File: config.mk
export PLATFORM = sky130hd
export DESIGN_NAME = packet_crc_filter
export DESIGN_NICKNAME = d
export VERILOG_FILES = /design/src/design/pcf_pkg.sv /design/src/design/pcf_core.sv /design/src/design/packet_crc_filter.sv
export SDC_FILE = /design/constraint.sdc
export NUM_CORES = 1
export LEC_CHECK = 0
export BUFFER_PORTS_ARGS = -buffer_cell sky130_fd_sc_hd__buf_4
export CAP_MARGIN = 10
export CORE_MARGIN = 2
export CORE_UTILIZATION = 53
export DETAILED_ROUTE_END_ITERATION = 16
export GPL_TIMING_DRIVEN = 0
export PLACE_DENSITY = 0.74
export SYNTH_ARGS = -nofsm -noshare
export SYNTH_HDL_FRONTEND = slang
export SYNTH_SLANG_ARGS = --single-unit
File: constraint.sdc
create_clock -name clk -period 3.65 [get_ports clk]
set_input_delay 0.5475 -clock clk [delete_from_list [all_inputs] [get_ports clk]]
set_output_delay 0.5475 -clock clk [all_outputs]
set_load 0.05 [all_outputs]
File: src/design/pcf_pkg.sv
// ----------------------------------------------------------------------------
// pcf_pkg
// Shared types and constants of the packet CRC filter: item structs,
// CRC-16 CCITT constants and packet length limits.
// ----------------------------------------------------------------------------
package pcf_pkg;

    localparam int unsigned LEN_W = 9;

    localparam logic [15:0] CRC_POLY = 16'h1021;
    localparam logic [15:0] CRC_INIT = 16'hFFFF;

    localparam logic [LEN_W-1:0] LEN_MIN   = 9'd3;
    localparam logic [LEN_W-1:0] LEN_MAX   = 9'd258;
    localparam logic [LEN_W-1:0] LEN_RESET = 9'd3;

    typedef struct packed {
        logic msc_bit;
        logic frame_end;
    } pcf_in_t;

    typedef struct packed {
        logic [7:0] data_byte;
        logic       packet_end;
        logic       crc_ok;
    } pcf_out_t;

endpackage

File: src/design/pcf_core.sv
// ----------------------------------------------------------------------------
// pcf_core
// Bit packer and bit-serial CRC-16 checker. Holds the packet state and
// updates it by one bit per processed item; the result is combinational.
// ----------------------------------------------------------------------------
module pcf_core
(
    input  logic                      clk,
    input  logic                      rst_n,
    input  logic                      go,
    input  pcf_pkg::pcf_in_t          item,
    input  logic [pcf_pkg::LEN_W-1:0] packet_length,
    output logic                      res_valid,
    output pcf_pkg::pcf_out_t         res
);
    import pcf_pkg::*;

    logic [7:0]       bit_shift_reg;
    logic [7:0]       bit_shift_next;
    logic [2:0]       bit_count_reg;
    logic [2:0]       bit_count_next;
    logic [15:0]      crc_reg;
    logic [15:0]      crc_next;
    logic [LEN_W-1:0] byte_count_reg;
    logic [LEN_W-1:0] byte_count_next;

    logic [LEN_W-1:0] len;
    logic             inv;
    logic             fb;
    logic [15:0]      crc_shifted;
    logic [7:0]       shift_new;
    logic             byte_done;
    logic             last;

    // clamp the length into the supported range
    always_comb
    begin
        if (packet_length < LEN_MIN)
            len = LEN_MIN;
        else if (packet_length > LEN_MAX)
            len = LEN_MAX;
        else
            len = packet_length;
    end

    // invert the two trailing CRC bytes before they enter the register
    assign inv         = (byte_count_reg >= (len - LEN_W'(2)));
    assign fb          = crc_reg[15] ^ item.msc_bit ^ inv;
    assign crc_shifted = {crc_reg[14:0], 1'b0} ^ (fb ? CRC_POLY : 16'h0000);
    assign shift_new   = {bit_shift_reg[6:0], item.msc_bit};
    assign byte_done   = (bit_count_reg == 3'd7);
    assign last        = ({1'b0, byte_count_reg} + 10'd1) >= {1'b0, len};

    assign res_valid      = byte_done;
    assign res.data_byte  = shift_new;
    assign res.packet_end = last;
    assign res.crc_ok     = last && (crc_shifted == 16'h0000);

    always_comb
    begin
        bit_shift_next  = bit_shift_reg;
        bit_count_next  = bit_count_reg;
        crc_next        = crc_reg;
        byte_count_next = byte_count_reg;
        if (go)
        begin
            bit_shift_next = shift_new;
            bit_count_next = bit_count_reg + 3'd1;
            crc_next       = crc_shifted;
            if (byte_done)
            begin
                bit_shift_next = 8'h00;
                if (last)
                begin
                    crc_next        = CRC_INIT;
                    byte_count_next = '0;
                end
                else
                begin
                    byte_count_next = byte_count_reg + LEN_W'(1);
                end
            end
            // drop the partial byte and packet at frame end
            if (item.frame_end)
            begin
                bit_shift_next  = 8'h00;
                bit_count_next  = 3'd0;
                crc_next        = CRC_INIT;
                byte_count_next = '0;
            end
        end
    end

    always_ff @(posedge clk or negedge rst_n)
    begin
        if (!rst_n)
        begin
            bit_shift_reg  <= 8'h00;
            bit_count_reg  <= 3'd0;
            crc_reg        <= CRC_INIT;
            byte_count_reg <= '0;
        end
        else
        begin
            bit_shift_reg  <= bit_shift_next;
            bit_count_reg  <= bit_count_next;
            crc_reg        <= crc_next;
            byte_count_reg <= byte_count_next;
        end
    end

    // a packet never grows past the largest length
    assert property (@(posedge clk) disable iff (!rst_n)
        byte_count_reg < LEN_MAX)
        else $error("pcf_core: byte count beyond maximum packet length");

    // a finished byte always clears the packing register
    assert property (@(posedge clk) disable iff (!rst_n)
        (go && byte_done) |=> (bit_shift_reg == 8'h00 && bit_count_reg == 3'd0))
        else $error("pcf_core: packer not cleared after byte");

    // frame end restarts the CRC
    assert property (@(posedge clk) disable iff (!rst_n)
        (go && item.frame_end) |=> (crc_reg == CRC_INIT && byte_count_reg == '0))
        else $error("pcf_core: packet state not cleared at frame end");

endmodule

File: src/design/packet_crc_filter.sv
// ----------------------------------------------------------------------------
// packet_crc_filter
// Packs a serial bit stream into bytes, cuts them into packets and checks
// each packet with CRC-16 CCITT, flagging the verdict on its last byte.
// ----------------------------------------------------------------------------
// Path: a byte completed by an input bit passes the input register, then the
//   result register, before it is on the output.
// Throughput: one input bit per cycle while the output is not stalled; the
//   CRC and packer update lies combinationally between the two registers.
// Reset: packet length 3, CRC 0xFFFF, packer and byte count cleared,
//   both pipeline registers empty.
module packet_crc_filter
(
    input  logic                      clk,
    input  logic                      rst_n,
    input  logic                      cfg_write,
    input  logic [pcf_pkg::LEN_W-1:0] cfg_data,
    input  logic                      in_valid,
    output logic                      in_stall,
    input  pcf_pkg::pcf_in_t          in_data,
    output logic                      out_valid,
    input  logic                      out_stall,
    output pcf_pkg::pcf_out_t         out_data
);
    import pcf_pkg::*;

    logic [LEN_W-1:0] packet_length_reg;
    logic             in_valid_reg;
    logic             in_valid_next;
    pcf_in_t          in_item_reg;
    logic             out_valid_reg;
    logic             out_valid_next;
    pcf_out_t         out_data_reg;

    logic             out_ready;
    logic             proc_go;
    logic             in_xfer;
    logic             res_valid;
    pcf_out_t         res;

    assign out_ready = !out_valid_reg || !out_stall;
    assign proc_go   = in_valid_reg && out_ready;
    assign in_stall  = in_valid_reg && !out_ready;
    assign in_xfer   = in_valid && !in_stall;

    assign out_valid = out_valid_reg;
    assign out_data  = out_data_reg;

    always_ff @(posedge clk or negedge rst_n)
    begin
        if (!rst_n)
            packet_length_reg <= LEN_RESET;
        else if (cfg_write)
            packet_length_reg <= cfg_data;
    end

    always_comb
    begin
        if (in_xfer)
            in_valid_next = 1'b1;
        else if (proc_go)
            in_valid_next = 1'b0;
        else
            in_valid_next = in_valid_reg;
    end

    always_comb
    begin
        if (out_ready)
            out_valid_next = proc_go && res_valid;
        else
            out_valid_next = out_valid_reg;
    end

    always_ff @(posedge clk or negedge rst_n)
    begin
        if (!rst_n)
        begin
            in_valid_reg  <= 1'b0;
            out_valid_reg <= 1'b0;
        end
        else
        begin
            in_valid_reg  <= in_valid_next;
            out_valid_reg <= out_valid_next;
        end
    end

    // hold payloads while their stage waits
    always_ff @(posedge clk)
    begin
        if (in_xfer)
            in_item_reg <= in_data;
        if (out_ready && proc_go && res_valid)
            out_data_reg <= res;
    end

    pcf_core u_core
    (
        .clk           (clk),
        .rst_n         (rst_n),
        .go            (proc_go),
        .item          (in_item_reg),
        .packet_length (packet_length_reg),
        .res_valid     (res_valid),
        .res           (res)
    );

    // a finished byte is never lost on its way to the result register
    assert property (@(posedge clk) disable iff (!rst_n)
        (proc_go && res_valid) |=> out_valid_reg)
        else $error("packet_crc_filter: completed byte not registered");

    // a pass verdict only comes with the last byte of a packet
    assert property (@(posedge clk) disable iff (!rst_n)
        (out_valid_reg && out_data_reg.crc_ok) |-> out_data_reg.packet_end)
        else $error("packet_crc_filter: crc_ok without packet_end");

    // a waiting input item is never overwritten
    assert property (@(posedge clk) disable iff (!rst_n)
        (in_valid_reg && !proc_go) |=> (in_valid_reg && $stable(in_item_reg)))
        else $error("packet_crc_filter: pending input item lost");

endmodule

# == After elaboration in Yosys (flattened, before gate mapping) ==
# Index checks and enable logic that the tools add are counted.
# W data, S select, Z words.
# op_classes
eq_ne,1
addsub,4
div,0
n_lt_le_gt_ge,4
n_shift,0
multipliers,0
n_mux,14
bitwise_logic,3
n_reduce_logical,16
# ops
operator,count
$mux W16,3
$mux W9,5
$logic_not A16 Y1,1
$xor A16 B16 Y16,1
$mux W7,2
$mux W13,1
$add A9 B1 Y10 const B,1
$ge A10 B9 Y1,1
$add A9 B1 Y9 const B,1
$ge A9 B9 Y1,1
$gt A9 B9 Y1 const B,1
$lt A9 B2 Y1 const B,1
$sub A9 B2 Y9 const B,1
$logic_and A1 B1 Y1,7
$logic_not A1 Y1,4
$reduce_bool A2 Y1,2
$add A3 B1 Y3 const B,1
$eq A3 B3 Y1 const B,1
$mux W3,1
$mux W1,2
$reduce_and A2 Y1,1
$xor A1 B1 Y1,2
$logic_or A1 B1 Y1,1
# totals
regBits,58
mem_bits_ro,0
ram_bits,0
memories,0
input_bits,16
out_inout_bits,12
word_cells,54
latch_bits,0

# == Depth between registers and ports, before layout ==
# logic_depth
depth_word,11
ltp_mapped,16
ltp_nobuf,16

# == Hierarchy ==
# Synthesis repeated with hierarchy kept, for this count alone.
# hier_totals
cells_unflattened,270
hier_area_um2,3093.0
# by_module_without_submodules
module,instances,seq_area_each_um2,cells_each,area_per_inst_um2
pcf_core,1,895.9,228,2264.7
packet_crc_filter,1,638.1,42,828.3

# == Worst setup path after synthesis ==
# No wires, ideal clock.
# synth_timing
path_kind,flip-flop to flip-flop
start,reg packet_length_reg[5]
end,"reg out_data_reg, in the netlist out_data[0], data pin"
setup_slack_ns,-0.094
n_path_buf,0
arrival_time_ns,3.478
stages_incl_launch_ff,17
setup_time_ns,0.266
t_required_ns,3.384
synth_period_minus_slack_ns,3.744
path_cell_list,dfrtp_1 or4_1 or3_4 xnor2_2 or2_2 inv_1 ha_1 inv_1 nor2_1 o22a_1 ha_1 a21oi_1 a21boi_0 a2111oi_0 xnor2_1 nand4_1 nor2_1
# synth_lines
item,line_no,text
start: declaration,packet_crc_filter.sv:27,logic [LEN_W-1:0] packet_length_reg;
start signal: assignment,packet_crc_filter.sv:54,packet_length_reg <= cfg_data;
end signal: assignment,packet_crc_filter.sv:95,out_data_reg <= res;
end: declaration,packet_crc_filter.sv:33,pcf_out_t out_data_reg;

==> summary.json <==
{
  "multiInputGateArea": {"value": 1480, "unit": "µm²"},
  "cp_cell_sequence": {"value": "or4_4 -> or3_4 -> xnor2_2 -> or4_4 -> buf_4 -> xnor2_1 -> ha_1 -> o21ai_1 -> nor2_2 -> a2111oi_4 -> xnor2_2 -> nand4_1 -> nor2_1"},
  "die_h": {"value": 78.4, "unit": "µm"},
  "clkTransAtPathRegs": {"value": 80, "unit": "ps"},
  "min-delay-path-class": {"value": "primary input to asynchronous set/reset pin"},
  "clock_tree.root_cell": {"value": "sky130_fd_sc_hd__clkbuf_8"},
  "via_count": {"value": 2157},
  "post_synth_instance_area": {"value": 2930, "unit": "µm²"},
  "p_per_area": {"value": 404, "unit": "nW/µm²"},
  "kind_of_launch_point_of_the_worst_setup_path": {"value": "flip-flop"},
  "layout.cells.non_filler": {"value": 385},
  "clock_buffer_count_from_cts": {"value": 9},
  "postPlaceCellArea": {"value": 3240, "unit": "µm²"},
  "leakage": {"value": 0.00155, "unit": "µW"},
  "max_slew.worst_pin.slew": {"value": 705, "unit": "ps"},
  "critical_path.slowest_cell": {"value": "sky130_fd_sc_hd__dfrtp_1"},
  "dpl_worst_slack": {"value": -456, "unit": "ps"},
  "detailedRoute.firstIterationViolations": {"value": 67},
  "max-slew-margin-rel": {"value": 0.527},
  "mappedNetlistNets": {"value": 302},
  "tritoncts_clock_tree": {"value": "built"},
  "post-synth-top-area-fraction": {"value": 0.239},
  "finClkSkew": {"value": 13.3, "unit": "ps"},
  "worstPathArrival": {"value": 3890, "unit": "ps"},
  "count_of_port_buffers_added_during_placement": {"value": 26},
  "gp_routability_congestion": {"value": 0.839},
  "grt_first_pass_wirelength": {"value": 9.69, "unit": "mm"},
  "floorplan_die_area": {"value": 6140, "unit": "µm²"},
  "io_pins": {"value": 28},
  "largest_reg_flops": {"value": 16},
  "remaining_drc_errors": {"value": 0},
  "synth.distinct_cells": {"value": 41},
  "setup_violations": {"value": 14},
  "cp_slowest_stage_delay": {"value": 470, "unit": "ps"},
  "setup.worst_path.class": {"value": "flip-flop to flip-flop"},
  "timing.critical_path.to_type": {"value": "flip-flop"},
  "status": {"value": "finished with violations"},
  "floorplan.initialDensity": {"value": 0.539},
  "syn-instance-count": {"value": 264},
  "post-route-worst-setup-slack": {"value": -49.2, "unit": "ps"},
  "num-fill-cells": {"value": 402},
  "clock_path_buffers": {"value": 2},
  "first_global_vias": {"value": 2065},
  "ys_seq_area_frac": {"value": 0.523},
  "diodes": {"value": 0},
  "synth.largest_area_cell": {"value": "sky130_fd_sc_hd__dfrtp_1"},
  "postSynthAreaPerCell": {"value": 11.1, "unit": "µm²"},
  "grt_start_max_net_pins": {"value": 47},
  "timing_max_transition_violations_final": {"value": 0},
  "rsz0062_at_grt": {"value": "true"},
  "numPlacedInstances": {"value": 362},
  "maxCapViolations": {"value": 0},
  "timing.final.crit_period": {"value": 3700, "unit": "ps"},
  "fin_nets": {"value": 346},
  "drive_above_1_share": {"value": 0.313},
  "floorplan.rows": {"value": 27},
  "groute.usage.overall": {"value": 0.208},
  "area.growth.synth_to_final": {"value": 22.5, "unit": "%"},
  "design.core.area": {"value": 5440, "unit": "µm²"},
  "fin_crit_sh": {"value": 1.01},
  "drt_first_pass_iters": {"value": 4},
  "vdd.ir_drop.worst": {"value": 0.329, "unit": "mV"},
  "detailed_place_hpwl": {"value": 4.06, "unit": "mm"},
  "antenna_found_initial": {"value": 0},
  "synth.yosys.warnings": {"value": 0},
  "timing_hold_violations_final": {"value": 0},
  "route.detailed.wl_per_inst": {"value": 15.8, "unit": "µm"},
  "failed_checks": {"value": "setup timing"},
  "cp.required": {"value": 3840, "unit": "ps"},
  "ys_ff_latch": {"value": 58},
  "cp_top_family": {"value": "simple AND/OR/NAND/NOR gates"},
  "fin_area": {"value": 3590, "unit": "µm²"},
  "cp_max_fo": {"value": 7},
  "clock.fmax": {"value": 270, "unit": "MHz"},
  "sequential_cell_area": {"value": 1540, "unit": "µm²"},
  "depth_of_the_cts_h_tree": {"value": 3},
  "cts-hold-fix-buffers": {"value": 0},
  "ant_nets": {"value": 0},
  "clock_insertion_delay_worst_skew": {"value": 340, "unit": "ps"},
  "worst-path-buf-inv": {"value": 1},
  "chipWidth": {"value": 78.4, "unit": "µm"},
  "ys_top_cells_by_area": {"value": "sky130_fd_sc_hd__dfrtp_1 24%, sky130_fd_sc_hd__dfstp_2 16%, sky130_fd_sc_hd__edfxtp_1 12%"},
  "vias_per_cell": {"value": 5.60},
  "cts_num_sinks": {"value": 58},
  "routed_wirelength": {"value": 6.09, "unit": "mm"},
  "globalRouteOverflowTotal": {"value": 0}
}
-- per-layer routing --
| layer | track usage | vias up | share of wire |
|---|---|---|---|
| met3 | 0.0540 | 14 | 0.037 |
| met1 | 0.273 | 1043 | 0.45 |
| met4 | 0.104 | 0 | 0.023 |
| met2 | 0.321 | 37 | 0.49 |
| met5 | 0 | - | 0 |
| li1 | - | 1063 | - |
-- logic make-up after synthesis --
group / Yosys count / synth area share
and+or+nand+nor: 94 / 0.155
DFF: 58 / 0.523
AOI/OAI and AO/OA: 51 / 0.130
adders and majority gates: 22 / 0.0939
buffers and inverters: 17 / 0.0222
xor gates and xnor gates: 14 / 0.0444
muxes: 8 / 0.0307
-- timing repair --
item / 4_1_cts / 5_1_grt
pin swaps: 12 / 11
gates resized for setup: 8 / 16
gates cloned: 0 / 1
endpoints found under the setup margin: 14 / 26
buffers inserted: 5 / 3
hold endpoints to repair: 0 / 0
-- cells in the mapped netlist --
library cell / n
sky130_fd_sc_hd__nand2_1: 34
sky130_fd_sc_hd__ha_1: 22
sky130_fd_sc_hd__nor4_1: 3
sky130_fd_sc_hd__nand3_1: 16
sky130_fd_sc_hd__dfstp_2: 18
sky130_fd_sc_hd__nor3_1: 5
sky130_fd_sc_hd__clkbuf_1: 6
sky130_fd_sc_hd__nor2_1: 17
sky130_fd_sc_hd__nor2b_1: 1
sky130_fd_sc_hd__nand2b_1: 1
sky130_fd_sc_hd__a2111oi_0: 1
sky130_fd_sc_hd__or4_2: 1
sky130_fd_sc_hd__a31oi_1: 1
sky130_fd_sc_hd__or2_2: 1
sky130_fd_sc_hd__o41a_1: 1
sky130_fd_sc_hd__mux2_2: 8
sky130_fd_sc_hd__a21boi_0: 2
sky130_fd_sc_hd__xnor2_1: 10
sky130_fd_sc_hd__and4_1: 1
sky130_fd_sc_hd__clkinv_1: 1
sky130_fd_sc_hd__inv_1: 8
sky130_fd_sc_hd__dfrtp_1: 28
sky130_fd_sc_hd__nand4_1: 4
sky130_fd_sc_hd__o21ai_1: 1
sky130_fd_sc_hd__nor3b_1: 1
sky130_fd_sc_hd__o21ai_0: 9
sky130_fd_sc_hd__o31a_1: 1
sky130_fd_sc_hd__edfxtp_1: 12
sky130_fd_sc_hd__xnor2_2: 1
sky130_fd_sc_hd__o31ai_1: 1
sky130_fd_sc_hd__nand3b_1: 2
sky130_fd_sc_hd__buf_2: 1
sky130_fd_sc_hd__and2_1: 3
sky130_fd_sc_hd__or3_4: 2
sky130_fd_sc_hd__xor2_1: 3
sky130_fd_sc_hd__o22a_1: 15
sky130_fd_sc_hd__a21o_1: 3
sky130_fd_sc_hd__or4_1: 2
sky130_fd_sc_hd__a21oi_1: 8
sky130_fd_sc_hd__buf_1: 1
sky130_fd_sc_hd__a32o_1: 8
-- path summary, 6_finish.rpt --
kind | slack, ps | startpoint | endpoint | cells past startpoint
max | -50 | packet_length_reg[4]$_DFFE_PN0P_ | out_data[0]$_DFFE_PP_ | 13
min | 220 | rst_n | u_core.byte_count_reg[7]$_DFFE_PN0P_ | 1
max reg2reg | -50 | packet_length_reg[4]$_DFFE_PN0P_ | out_data[0]$_DFFE_PP_ | 13
min reg2reg | 450 | u_core.bit_shift_reg[6]$_DFFE_PN0P_ | out_data[9]$_DFFE_PP_ | 0
max in group asynchronous | 3010 | rst_n | packet_length_reg[3]$_DFFE_PN0P_ | 1
min in group clk | 390 | in_data[1] | in_item_reg[1]$_DFFE_PP_ | 1
-- layout by cell type (no fill, tap or decap), types with 8 or more instances in the layout --
master / Yosys / routed
sky130_fd_sc_hd__a21oi_1: 8 / 8
sky130_fd_sc_hd__a32o_1: 8 / 8
sky130_fd_sc_hd__buf_4: 0 / 34
sky130_fd_sc_hd__clkbuf_8: 0 / 10
sky130_fd_sc_hd__dfrtp_1: 28 / 27
sky130_fd_sc_hd__dfstp_2: 18 / 18
sky130_fd_sc_hd__edfxtp_1: 12 / 12
sky130_fd_sc_hd__ha_1: 22 / 18
sky130_fd_sc_hd__mux2_2: 8 / 8
sky130_fd_sc_hd__nand2_1: 34 / 34
sky130_fd_sc_hd__nand3_1: 16 / 16
sky130_fd_sc_hd__nor2_1: 17 / 16
sky130_fd_sc_hd__o22a_1: 15 / 15
sky130_fd_sc_hd__xnor2_1: 10 / 8
-- cell type report --
class,count,share of cell area
Buffer,6,0.00627
Clock buffer,11,0.0394
Clock inverter,5,0.00836
Inverter,9,0.0108
Multi-Input combinational cell,190,0.412
Sequential cell,58,0.427
Tap cell,72,0.0251
Timing Repair Buffer,34,0.0711
-- stage by stage --
stage          utilization  hold WS [ps]  power [µW]  TNS [ps]
2_1_floorplan            -           252         856         0
3_3_place_gp         0.596           439         908     -2400
3_5_place_dp         0.596           447         914     -2830
4_1_cts              0.642           223        1450     -73.0
5_1_grt              0.660           261        1520     -1880
6_report             0.660           224        1450      -306
-- report_power, final --
group	internal [µW]	switching [µW]	leakage, µW
Sequential	707	31.0	0.000681
Combinational	94.5	106	0.000783
Clock	261	252	0.0000867
No activity file was read; power rests on OpenSTA's default activity.
